**src/sv/ytr_pkg.sv**
```systemverilog
// ----------------------------------------------------------------------------
// ytr_pkg
// Shared constants, types and coefficients of the YUYV to RGB565 writer.
// ----------------------------------------------------------------------------
package ytr_pkg;

  localparam int MAX_DIMENSION = 4096;
  localparam int FRACTION_BITS = 14;

  localparam int SAMPLE_W  = 8;
  localparam int PIXEL_W   = 16;
  localparam int IDX_W     = 24;
  localparam int CFG_W     = 13;
  localparam int CFG_IDX_W = 2;
  localparam int DIM_W     = $clog2(MAX_DIMENSION) + 1;
  localparam int CNT_W     = $clog2(MAX_DIMENSION);
  localparam int POS_W     = DIM_W + 2;
  localparam int ACC_W     = FRACTION_BITS + 11;
  localparam int COEF_W    = FRACTION_BITS + 2;

  // Coefficients scaled by 2^FRACTION_BITS, rounded to nearest
  localparam longint ONE_Q = longint'(1) << FRACTION_BITS;
  localparam longint COEF_RV_Q = (1402 * ONE_Q + 500) / 1000;
  localparam longint COEF_GU_Q = (344136 * ONE_Q + 500000) / 1000000;
  localparam longint COEF_GV_Q = (714136 * ONE_Q + 500000) / 1000000;
  localparam longint COEF_BU_Q = (1772 * ONE_Q + 500) / 1000;

  localparam logic signed [COEF_W-1:0] COEF_RV = COEF_W'(COEF_RV_Q);
  localparam logic signed [COEF_W-1:0] COEF_GU = COEF_W'(COEF_GU_Q);
  localparam logic signed [COEF_W-1:0] COEF_GV = COEF_W'(COEF_GV_Q);
  localparam logic signed [COEF_W-1:0] COEF_BU = COEF_W'(COEF_BU_Q);

  localparam logic [SAMPLE_W:0] CHROMA_OFFSET = (SAMPLE_W + 1)'(128);

  localparam logic [DIM_W-1:0] RESET_SCREEN_WIDTH  = DIM_W'(640);
  localparam logic [DIM_W-1:0] RESET_SCREEN_HEIGHT = DIM_W'(480);
  localparam logic [DIM_W-1:0] RESET_IMAGE_WIDTH   = DIM_W'(640);
  localparam logic [DIM_W-1:0] RESET_IMAGE_HEIGHT  = DIM_W'(480);

  typedef enum logic [CFG_IDX_W-1:0] {
    REG_SCREEN_WIDTH  = 2'd0,
    REG_SCREEN_HEIGHT = 2'd1,
    REG_IMAGE_WIDTH   = 2'd2,
    REG_IMAGE_HEIGHT  = 2'd3
  } cfg_reg_t;

endpackage

```
**src/sv/ytr_pair_if.sv**
```systemverilog
// ----------------------------------------------------------------------------
// ytr_pair_if
// Input channel: one YUYV macropixel per transfer.
// ----------------------------------------------------------------------------
interface ytr_pair_if import ytr_pkg::*; ();
  logic                valid;
  logic                ready;
  logic [SAMPLE_W-1:0] luma_first;
  logic [SAMPLE_W-1:0] chroma_blue;
  logic [SAMPLE_W-1:0] luma_second;
  logic [SAMPLE_W-1:0] chroma_red;

  modport source (output valid, luma_first, chroma_blue, luma_second, chroma_red,
                  input ready);
  modport sink (input valid, luma_first, chroma_blue, luma_second, chroma_red,
                output ready);
endinterface

```
**src/sv/ytr_pixel_if.sv**
```systemverilog
// ----------------------------------------------------------------------------
// ytr_pixel_if
// Output channel: two RGB565 pixels and their framebuffer placement.
// ----------------------------------------------------------------------------
interface ytr_pixel_if import ytr_pkg::*; ();
  logic               valid;
  logic               ready;
  logic [PIXEL_W-1:0] pixel_first;
  logic [PIXEL_W-1:0] pixel_second;
  logic [IDX_W-1:0]   pixel_index;
  logic               off_screen;
  logic               frame_end;

  modport source (output valid, pixel_first, pixel_second, pixel_index, off_screen,
                  frame_end, input ready);
  modport sink (input valid, pixel_first, pixel_second, pixel_index, off_screen,
                frame_end, output ready);
endinterface

```
**src/sv/yuyv_to_rgb565_framebuffer_writer_unit.sv**
```systemverilog
// ----------------------------------------------------------------------------
// yuyv_to_rgb565_framebuffer_writer_unit
// YUYV macropixel to RGB565 converter with framebuffer placement.
//
// The pair channel takes one macropixel (Y0, U, Y1, V) per transfer. The
// pixel channel returns both pixels in RGB565, the framebuffer index of the
// first pixel with the image centred on the screen, an off-screen flag and a
// frame-end flag on the last pair of the frame. One result per pair.
// A pair passes an input stage (placement) and a result register (color
// math, index multiply). Throughput is one pair per cycle while the receiver
// does not stall; the color path is at most two constant multiplies and three
// adds or subtracts per channel between registers.
// The configuration port writes screen and image sizes, clamped on write;
// write only while no pair is in flight.
// Reset restores 640x480 screen and image and clears the column and row
// counters. When the receiver stalls, the result register holds and the
// input stage fills; the pair channel then drops ready until space frees.
// ----------------------------------------------------------------------------
module yuyv_to_rgb565_framebuffer_writer_unit import ytr_pkg::*; (
  input  logic                 clk,
  input  logic                 rst,
  ytr_pair_if.sink             pair,
  ytr_pixel_if.source          pixel,
  input  logic                 cfg_write,
  input  logic [CFG_IDX_W-1:0] cfg_index,
  input  logic [CFG_W-1:0]     cfg_data
);

  function automatic logic [DIM_W-1:0] clamp_dim(input logic [CFG_W-1:0] v);
    logic [DIM_W-1:0] r;
    if (v == '0) begin
      r = DIM_W'(1);
    end else if (DIM_W'(v) > DIM_W'(MAX_DIMENSION)) begin
      r = DIM_W'(MAX_DIMENSION);
    end else begin
      r = DIM_W'(v);
    end
    return r;
  endfunction

  function automatic logic [SAMPLE_W-1:0] to_byte(input logic signed [ACC_W-1:0] acc);
    logic [ACC_W-FRACTION_BITS-1:0] q;
    logic [SAMPLE_W-1:0]            r;
    q = acc[ACC_W-1:FRACTION_BITS];
    if (acc[ACC_W-1]) begin
      r = '0;
    end else if (q > (ACC_W-FRACTION_BITS)'(255)) begin
      r = '1;
    end else begin
      r = q[SAMPLE_W-1:0];
    end
    return r;
  endfunction

  function automatic logic [PIXEL_W-1:0] pack565(
    input logic [SAMPLE_W-1:0]     y,
    input logic signed [ACC_W-1:0] pr,
    input logic signed [ACC_W-1:0] pg,
    input logic signed [ACC_W-1:0] pb
  );
    logic signed [ACC_W-1:0] base;
    logic [SAMPLE_W-1:0]     r;
    logic [SAMPLE_W-1:0]     g;
    logic [SAMPLE_W-1:0]     b;
    base = ACC_W'(signed'({1'b0, y})) <<< FRACTION_BITS;
    r = to_byte(base + pr);
    g = to_byte(base - pg);
    b = to_byte(base + pb);
    return {r[7:3], g[7:2], b[7:3]};
  endfunction

  // Configuration, stored already clamped
  logic [DIM_W-1:0] screen_width;
  logic [DIM_W-1:0] screen_height;
  logic [DIM_W-1:0] image_width;
  logic [DIM_W-1:0] image_height;
  logic [DIM_W-1:0] cfg_dim;
  logic [DIM_W-1:0] cfg_iw;

  always_comb begin
    cfg_dim = clamp_dim(cfg_data);
    cfg_iw  = cfg_dim;
    if (cfg_iw < DIM_W'(2)) begin
      cfg_iw = DIM_W'(2);
    end
    cfg_iw[0] = 1'b0;
  end

  always_ff @(posedge clk) begin
    if (rst) begin
      screen_width  <= RESET_SCREEN_WIDTH;
      screen_height <= RESET_SCREEN_HEIGHT;
      image_width   <= RESET_IMAGE_WIDTH;
      image_height  <= RESET_IMAGE_HEIGHT;
    end else if (cfg_write) begin
      unique case (cfg_reg_t'(cfg_index))
        REG_SCREEN_WIDTH:  screen_width  <= cfg_dim;
        REG_SCREEN_HEIGHT: screen_height <= cfg_dim;
        REG_IMAGE_WIDTH:   image_width   <= cfg_iw;
        REG_IMAGE_HEIGHT:  image_height  <= cfg_dim;
        default: ;
      endcase
    end
  end

  // Handshake
  logic a_valid;
  logic out_valid;
  logic out_take;
  logic a_adv;
  logic accept;

  assign out_take   = !out_valid || pixel.ready;
  assign a_adv      = a_valid && out_take;
  assign pair.ready = !a_valid || out_take;
  assign accept     = pair.valid && pair.ready;

  // Position counters
  logic [CNT_W-1:0] column_count;
  logic [CNT_W-1:0] row_count;
  logic             row_last;
  logic             frame_last;

  assign row_last   = (DIM_W'(column_count) + DIM_W'(2)) >= image_width;
  assign frame_last = row_last && ((DIM_W'(row_count) + DIM_W'(1)) >= image_height);

  always_ff @(posedge clk) begin
    if (rst) begin
      column_count <= '0;
      row_count    <= '0;
    end else if (accept) begin
      if (row_last) begin
        column_count <= '0;
        row_count    <= frame_last ? '0 : row_count + CNT_W'(1);
      end else begin
        column_count <= column_count + CNT_W'(2);
      end
    end
  end

  // Centring offsets, truncated toward zero
  logic signed [DIM_W:0]   xdiff;
  logic signed [DIM_W:0]   ydiff;
  logic signed [DIM_W:0]   xoff;
  logic signed [DIM_W:0]   yoff;
  logic signed [POS_W-1:0] sx;
  logic signed [POS_W-1:0] sy;

  always_comb begin
    xdiff = signed'({1'b0, screen_width}) - signed'({1'b0, image_width});
    ydiff = signed'({1'b0, screen_height}) - signed'({1'b0, image_height});
    xoff  = (xdiff + signed'({{DIM_W{1'b0}}, xdiff[DIM_W]})) >>> 1;
    yoff  = (ydiff + signed'({{DIM_W{1'b0}}, ydiff[DIM_W]})) >>> 1;
    sx    = POS_W'(signed'({1'b0, column_count})) + POS_W'(xoff);
    sy    = POS_W'(signed'({1'b0, row_count})) + POS_W'(yoff);
  end

  // Input stage
  logic [SAMPLE_W-1:0]     a_y0;
  logic [SAMPLE_W-1:0]     a_u;
  logic [SAMPLE_W-1:0]     a_y1;
  logic [SAMPLE_W-1:0]     a_v;
  logic signed [POS_W-1:0] a_sx;
  logic signed [POS_W-1:0] a_sy;
  logic                    a_frame_end;

  always_ff @(posedge clk) begin
    if (rst) begin
      a_valid <= 1'b0;
    end else if (accept) begin
      a_valid <= 1'b1;
    end else if (a_adv) begin
      a_valid <= 1'b0;
    end
  end

  always_ff @(posedge clk) begin
    if (accept) begin
      a_y0        <= pair.luma_first;
      a_u         <= pair.chroma_blue;
      a_y1        <= pair.luma_second;
      a_v         <= pair.chroma_red;
      a_sx        <= sx;
      a_sy        <= sy;
      a_frame_end <= frame_last;
    end
  end

  // Color and placement
  logic signed [SAMPLE_W:0]  du;
  logic signed [SAMPLE_W:0]  dv;
  logic signed [ACC_W-1:0]   prod_r;
  logic signed [ACC_W-1:0]   prod_g;
  logic signed [ACC_W-1:0]   prod_b;
  logic                      off;
  logic [2*DIM_W-1:0]        idx_full;
  logic [PIXEL_W-1:0]        pix0;
  logic [PIXEL_W-1:0]        pix1;
  logic [IDX_W-1:0]          idx;

  always_comb begin
    du     = signed'({1'b0, a_u}) - signed'(CHROMA_OFFSET);
    dv     = signed'({1'b0, a_v}) - signed'(CHROMA_OFFSET);
    prod_r = ACC_W'(COEF_RV) * ACC_W'(dv);
    prod_g = ACC_W'(COEF_GU) * ACC_W'(du) + ACC_W'(COEF_GV) * ACC_W'(dv);
    prod_b = ACC_W'(COEF_BU) * ACC_W'(du);
    pix0   = pack565(a_y0, prod_r, prod_g, prod_b);
    pix1   = pack565(a_y1, prod_r, prod_g, prod_b);

    off = a_sx[POS_W-1] || a_sy[POS_W-1]
       || ((a_sx + POS_W'(1)) >= signed'(POS_W'(screen_width)))
       || (a_sy >= signed'(POS_W'(screen_height)));
    idx_full = (2*DIM_W)'(a_sy[DIM_W-1:0]) * (2*DIM_W)'(screen_width)
             + (2*DIM_W)'(a_sx[DIM_W-1:0]);
    idx = off ? '0 : IDX_W'(idx_full);
  end

  // Result register
  logic [PIXEL_W-1:0] out_pixel_first;
  logic [PIXEL_W-1:0] out_pixel_second;
  logic [IDX_W-1:0]   out_pixel_index;
  logic               out_off_screen;
  logic               out_frame_end;

  always_ff @(posedge clk) begin
    if (rst) begin
      out_valid <= 1'b0;
    end else if (out_take) begin
      out_valid <= a_valid;
    end
  end

  always_ff @(posedge clk) begin
    if (a_adv) begin
      out_pixel_first  <= pix0;
      out_pixel_second <= pix1;
      out_pixel_index  <= idx;
      out_off_screen   <= off;
      out_frame_end    <= a_frame_end;
    end
  end

  assign pixel.valid        = out_valid;
  assign pixel.pixel_first  = out_pixel_first;
  assign pixel.pixel_second = out_pixel_second;
  assign pixel.pixel_index  = out_pixel_index;
  assign pixel.off_screen   = out_off_screen;
  assign pixel.frame_end    = out_frame_end;

  // Checks
  a_off_index_zero: assert property (@(posedge clk) disable iff (rst)
    out_valid && out_off_screen |-> out_pixel_index == '0)
    else $error("off-screen pair carries a nonzero index");

  a_frame_wrap: assert property (@(posedge clk) disable iff (rst)
    accept && frame_last |=> column_count == '0 && row_count == '0)
    else $error("counters did not restart after the last pair of a frame");

  a_column_step: assert property (@(posedge clk) disable iff (rst)
    accept && !row_last |=> column_count == $past(column_count) + CNT_W'(2))
    else $error("column counter did not advance by one pair");

  a_stage_hold: assert property (@(posedge clk) disable iff (rst)
    a_valid && !out_take |=> a_valid && $stable(a_sx) && $stable(a_sy))
    else $error("input stage lost its pair while the output was stalled");

endmodule
```
**src/flat_wrapper.sv**
```systemverilog
// flat-port wrapper written by rule: the top's interface ports become plain ports
module yuyv_to_rgb565_framebuffer_writer_unit_flat import ytr_pkg::*;
  (clk, rst, cfg_write, cfg_index, cfg_data, pair_valid, pair_luma_first, pair_chroma_blue, pair_luma_second, pair_chroma_red, pair_ready, pixel_valid, pixel_pixel_first, pixel_pixel_second, pixel_pixel_index, pixel_off_screen, pixel_frame_end, pixel_ready);
  ytr_pair_if pair_i ();
  ytr_pixel_if pixel_i ();
  input  logic clk;
  input  logic rst;
  input  logic cfg_write;
  input  logic [CFG_IDX_W-1:0] cfg_index;
  input  logic [CFG_W-1:0] cfg_data;
  input wire logic [$bits(pair_i.valid)-1:0] pair_valid;
  input wire logic [$bits(pair_i.luma_first)-1:0] pair_luma_first;
  input wire logic [$bits(pair_i.chroma_blue)-1:0] pair_chroma_blue;
  input wire logic [$bits(pair_i.luma_second)-1:0] pair_luma_second;
  input wire logic [$bits(pair_i.chroma_red)-1:0] pair_chroma_red;
  output wire logic [$bits(pair_i.ready)-1:0] pair_ready;
  output wire logic [$bits(pixel_i.valid)-1:0] pixel_valid;
  output wire logic [$bits(pixel_i.pixel_first)-1:0] pixel_pixel_first;
  output wire logic [$bits(pixel_i.pixel_second)-1:0] pixel_pixel_second;
  output wire logic [$bits(pixel_i.pixel_index)-1:0] pixel_pixel_index;
  output wire logic [$bits(pixel_i.off_screen)-1:0] pixel_off_screen;
  output wire logic [$bits(pixel_i.frame_end)-1:0] pixel_frame_end;
  input wire logic [$bits(pixel_i.ready)-1:0] pixel_ready;
  assign pair_i.valid = pair_valid;
  assign pair_i.luma_first = pair_luma_first;
  assign pair_i.chroma_blue = pair_chroma_blue;
  assign pair_i.luma_second = pair_luma_second;
  assign pair_i.chroma_red = pair_chroma_red;
  assign pair_ready = pair_i.ready;
  assign pixel_valid = pixel_i.valid;
  assign pixel_pixel_first = pixel_i.pixel_first;
  assign pixel_pixel_second = pixel_i.pixel_second;
  assign pixel_pixel_index = pixel_i.pixel_index;
  assign pixel_off_screen = pixel_i.off_screen;
  assign pixel_frame_end = pixel_i.frame_end;
  assign pixel_i.ready = pixel_ready;
  yuyv_to_rgb565_framebuffer_writer_unit u_core (.clk(clk), .rst(rst), .pair(pair_i), .pixel(pixel_i), .cfg_write(cfg_write), .cfg_index(cfg_index), .cfg_data(cfg_data));
endmodule
```
**config.mk**
```make
export PLATFORM = sky130hd
export DESIGN_NAME = yuyv_to_rgb565_framebuffer_writer_unit_flat
export DESIGN_NICKNAME = d
export VERILOG_FILES = /design/src/sv/ytr_pkg.sv /design/src/sv/ytr_pair_if.sv /design/src/sv/ytr_pixel_if.sv /design/src/sv/yuyv_to_rgb565_framebuffer_writer_unit.sv /design/src/flat_wrapper.sv
export SDC_FILE = /design/constraint.sdc
export NUM_CORES = 1
export LEC_CHECK = 0
export BUFFER_PORTS_ARGS = -buffer_cell sky130_fd_sc_hd__buf_2
export CORE_MARGIN = 1.5
export CORE_UTILIZATION = 45
export DETAILED_ROUTE_END_ITERATION = 16
export HOLD_SLACK_MARGIN = 0.1
export SYNTH_ARGS = -nofsm -noshare
export SYNTH_HDL_FRONTEND = slang
export SYNTH_SLANG_ARGS = --single-unit
```
**constraint.sdc**
```tcl
create_clock -name clk -period 9.6 [get_ports clk]
set_clock_uncertainty 0.15 [all_clocks]
set_input_delay 0.96 -clock clk [delete_from_list [all_inputs] [get_ports clk]]
set_output_delay 0.96 -clock clk [all_outputs]
set_load 0.01 [all_outputs]
```
======== After elaboration in Yosys (flattened, before gate mapping) ========
Cells that the tools add are included.
cells by class
  add/subtract/negate cells ............... 21
  $mul .................................... 5
  div/mod/pow operators ................... 0
  magnitude comparators ................... 12
  equality and inequality tests ........... 3
  shift-type cells ........................ 0
  multiplexer cells ....................... 13
  bitwise logic cells ..................... 0
  reductions and logical operators ........ 18
operators with widths
  cell                   count
  $add 23x25->25         4
  $gt 11x8->1 const B    6
  $mul 13x9->22 const A  3
  $sub 23x25->25         2
  $mux 8                 6
  $mux 13                3
  $ge 15x14->1           2
  $add 13x13->14         2
  $add 14x2->14          2
  $sub 13x13->14         2
  $ge 13x13->1           2
  $add 25x25->25         1
  $add 24x13->24         1
  $mul 13x13->24         1
  $mul 15x9->24 const A  1
  $mux 12                2
  $sub 8x8->9 const B    2
  $add 15x2->15 const B  1
  $add 12x1->13 const B  1
  $add 12x2->13 const B  1
  $gt 13x13->1 const B   1
  $logic_not 13->1       1
  $lt 13x2->1 const B    1
  $add 12x1->12 const B  1
  10 further kinds       23
storage, ports and cells
  register bits ........................... 198
  bits in latches ......................... 0
  bits in writable memories ............... 0
  memory bits (read-only) ................. 0
  output and inout port bits .............. 60
  word-level logic and storage cells ...... 96
  memories ................................ 0

======== Depth between registers and ports, before layout ========
  depth after elaboration ................. 6
  depth in mapped cells ................... 34
  mapped depth without buffers ............ 34

======== Worst setup path before layout ========
OpenSTA, ideal clock, no wires.
  kind .................................... register to register
  from .................................... reg u_core.a_v[1]
  to ...................................... reg u_core.out_pixel_first[10] (netlist: u_core.pixel.pixel_first[10]), data pin
  setup time .............................. 0.274 ns
  data arrival time ....................... 7.289 ns
  required time ........................... 9.176 ns
  path slack .............................. 1.887 ns
  stages on the path, launching flop included .. 33
  buffers on the path ..................... 0
  cells stage by stage .................... edfxtp_1 ha_1 inv_1 fa_1 inv_1 ha_1 a21oi_1 fa_1 fa_1 inv_1 ha_1 nor2b_1 o21ai_0 a21boi_0 o21ai_0 a21boi_0 o21ai_0 a21boi_0 nor2_1 ha_1 a211oi_1 o21ai_0 o22ai_1 xor2_1 ha_1 nand3_1 o2111ai_2 maj3_2 maj3_2 maj3_2 nand2_1 xnor2_1 a21oi_1
on the way
  word-level cells in the longest chain between the ends .. 6
ends and longest elaborated chain
  item                    RTL line                                       source
  from (decl)             yuyv_to_rgb565_framebuffer_writer_unit.sv:162  logic [SAMPLE_W-1:0] a_v;
  from (signal assigned)  yuyv_to_rgb565_framebuffer_writer_unit.sv:182  a_v <= pair.chroma_red;
  $sub 8x8->9 *           yuyv_to_rgb565_framebuffer_writer_unit.sv:203  dv = signed'({1'b0, a_v}) - signed'(CHROMA_OFFSET);
  $mul 13x9->22 *         yuyv_to_rgb565_framebuffer_writer_unit.sv:205  prod_g = ACC_W'(COEF_GU) * ACC_W'(du) + ACC_W'(COEF_GV) * ACC_W'(dv);
  $add 25x25->25 *        yuyv_to_rgb565_framebuffer_writer_unit.sv:205
  $sub 23x25->25 *        yuyv_to_rgb565_framebuffer_writer_unit.sv:67   g = to_byte(base - pg);
  $gt 11x8->1             yuyv_to_rgb565_framebuffer_writer_unit.sv:47   end else if (q > (ACC_W-FRACTION_BITS)'(255)) begin
  $mux 8                  yuyv_to_rgb565_framebuffer_writer_unit.sv:47
  to (signal assigned)    yuyv_to_rgb565_framebuffer_writer_unit.sv:235  out_pixel_first <= pix0;
  to (decl)               yuyv_to_rgb565_framebuffer_writer_unit.sv:219  logic [PIXEL_W-1:0] out_pixel_first;
Every way passes the cells marked *; elsewhere a longest branch is shown, timed or not.
A chain may end at the register's enable or synchronous reset.

======== Worst setup path after layout ========
  from .................................... reg u_core.a_v[1]
  to ...................................... reg u_core.out_pixel_first[7] (netlist: u_core.pixel.pixel_first[7]), data pin
The elaborated chain is that of the path after synthesis.

==> reports/summary.txt <==
Status: completed
TritonRoute pass-1 iters: 5
Post-DP Area: 0.02781 mm^2
Max FO, Critical Path: 8
Clock buffer count from CTS: 17
Tmin final: 8534 ps
Clock-pin slew on the worst setup and hold paths: 80 ps
Sequential Power Share: 0.137
Actual slew at the worst max-slew pin: 1001 ps
Combinational share of power: 0.772
FP Rows: 88
Clock Sinks: 195
Core area: 0.05781 mm^2
H-Tree Depth: 4
Chip height: 245.2 um
Post-DP HPWL: 52040 um
Nets: 3723
Root Driver: clkbuf_16
Final Setup Violations: 0
GRT busiest layer: met2
Mean Syn Cell Area: 9.172 um^2
Via density: 5.342
Fmax: 117.2 MHz
Rel. slew slack: 0.3235
# DRC: 0
Clk buf depth: 2
IO buf count: 111
Pwr Density: 300.3 mW/mm^2
Initial antenna violation count: 0
Vias in the first global route: 21066
Final core occ: 0.4918
First-pass GRT wire length: 103400 um
Vias: 20005
Sequential share of the synthesized area: 0.1929
Switching pwr: 4.277 mW
Library cells used by synthesis: 77
Drt wl/cell: 16.77 um
CTS Hold Bufs: 0
Setup tns final: 0 ps
Mapped Cells: 2879
RSZ-0062 raised after global routing: no
Post_cts resized: 0
Number of synthesized flops with an enable pin: 119
Area growth syn-to-layout: 7.666%
Worst setup EP type: flop
Worst hold path class: flop to flop
Pleak: 13.84 nW
Sw Ratio: 0.5009
Total setup buffers inserted after CTS: 0
FF+latch count, synth: 195
Tot GR Track Use: 0.2184
Worst path slowest cell: edfxtp_1
Pin count of the biggest net entering global routing: 72
Ranking of synthesized cells by area: ha_1 (23%), fa_1 (17%), edfxtp_1 (14%)
Largest area contributor in the netlist: ha_1
Commonest cells post-synth: ha_1 (479), inv_1 (437), fa_1 (225)
Starting density of the core: 0.4568
Synth Flop Type: edfxtp_1
Maximum capacitance violations: 0
Clk_lat worst skew: 510 ps
Final hold violations: 0
Routed Antenna Nets: 0
Mapped Nets: 3635
Most common cell in the synthesized netlist: ha_1
Yosys warnings: 0
Met1 GRT Util: 0.2375
P_int: 4.262 mW
Cell mode on critical path: ha_1
DR iter-0 viols: 792
Met2 Track Usage GR: 0.4138
Total power: 8.539 mW
TritonCTS clock tree: built
Antenna cells: 0
WP data required: 9690 ps
GP Congestion: 0.8747
Clk network pwr share: 0.091
Final Max Slew Viols: 0
Overall routed net length: 62810 um
VDD IR max: 467.7 uV
Full die area: 0.06014 mm^2
Critical Path AT: 8620 ps
Critical Path Start Type: flop
GR Util met3: 0.03083
Period utilization: 0.8890
Post-Syn Area: 0.02641 mm^2
Aggregate global routing overflow: 0
Die width: 245.2 um
Slowest stage delay, CP: 600 ps
Post-synth top area share: 0.2270
Ratio of cells with drive above 1 in the final layout: 0.06376
Fin area: 0.02843 mm^2
Async set-reset flop share out of synthesis: 0
IO Count: 112
Setup CP Type: flop to flop
## sequential cells by signal, summed over array words and instances (netlist names)
register,cells
u_core.a_frame_end,1
u_core.a_sy,14
u_core.a_y0,8
u_core.pixel.frame_end,1
u_core.image_width,12
u_core.pixel.valid,1
u_core.a_v,8
u_core.pixel.pixel_first,16
u_core.image_height,13
u_core.pixel.pixel_index,24
u_core.a_sx,14
u_core.a_valid,1
u_core.column_count,11
u_core.a_u,8
u_core.a_y1,8
u_core.screen_width,13
u_core.pixel.pixel_second,16
u_core.row_count,12
u_core.screen_height,13
u_core.pixel.off_screen,1
## worst max-delay path: cells and delay by family, from the launching register on
family,cells,cell delay [ps]
flops,1,600
xor+xnor,2,480
fa+ha+maj,11,4310
compound gates,12,2080
buf+inv,3,220
simple gates,4,440
## metal layers
layer  wire (um)  part of all wire
met1       25060              0.40
met2       33190              0.53
met3        1792             0.029
met4        2777             0.044
met5           0                 0
## kinds of logic after synthesis
| family | synth area share |
|---|---|
| adders and majority gates | 0.3997 |
| DFF | 0.1929 |
| AOI/OAI and AO/OA | 0.1277 |
| muxes | 0.005023 |
| other | 0.0001420 |
| and+or+nand+nor | 0.1324 |
| xor gates and xnor gates | 0.07226 |
| buffers and inverters | 0.06979 |
## metrics by stage
stage	instances	hold WS, ps	worst slack [ps]
final	3745	277.3	1066
after floorplan	2879	250.3	1887
after detailed placement	3713	261.4	1073
after global placement	3713	256.3	1282
after global routing	3745	306.1	325.3
after CTS	3745	283.0	1021
## worst paths after layout
| kind | slack, ps | cells past startpoint | to | start |
|---|---|---|---|---|
| worst max register to register | 1070 | 32 | u_core.pixel.pixel_first[7]$_SDFFCE_PP0P_ | u_core.a_v[1]$_DFFE_PP_ |
| worst min-delay path | 280 | 0 | u_core.pixel.frame_end$_DFFE_PP_ | u_core.a_frame_end$_DFFE_PP_ |
| worst min register to register | 280 | 0 | u_core.pixel.frame_end$_DFFE_PP_ | u_core.a_frame_end$_DFFE_PP_ |
| worst max-delay path | 1070 | 32 | u_core.pixel.pixel_first[7]$_SDFFCE_PP0P_ | u_core.a_v[1]$_DFFE_PP_ |
## layout by cell type (no fill, tap or decap), types with 32 or more instances in the layout
master,netlist,final
a21o_1,55,55
a21oi_1,194,194
and2_1,90,90
buf_2,0,111
dfxtp_1,76,76
edfxtp_1,119,119
fa_1,225,225
ha_1,479,479
inv_1,437,436
nand2_1,215,215
nand3_1,34,34
nor2_1,188,188
nor2b_1,37,36
nor3_1,32,32
o21a_1,41,41
o21ai_0,99,99
xnor2_1,138,138
xor2_1,78,78
## power by group through the flow
stage / combinational [mW] / sequential [mW] / clock (mW)
6_report: 6.60 / 1.17 / 0.777
3_5_place_dp: 6.57 / 1.19 / 0
4_1_cts: 6.63 / 1.17 / 0.802
3_3_place_gp: 6.37 / 1.19 / 0
5_1_grt: 7.45 / 1.18 / 0.832
2_1_floorplan: 5.14 / 1.16 / 0
## layout make-up
type | instances | area (um^2)
fillers | 5538 | 29370
multi-input cells | 2193 | 19480
flip-flops and latches | 195 | 5095
inverters | 439 | 1649
well taps | 765 | 957.2
repair buffers | 121 | 630.6
clock buffers | 17 | 425.4
clock inverters | 15 | 197.7
No activity file was read; power rests on OpenSTA's default activity.
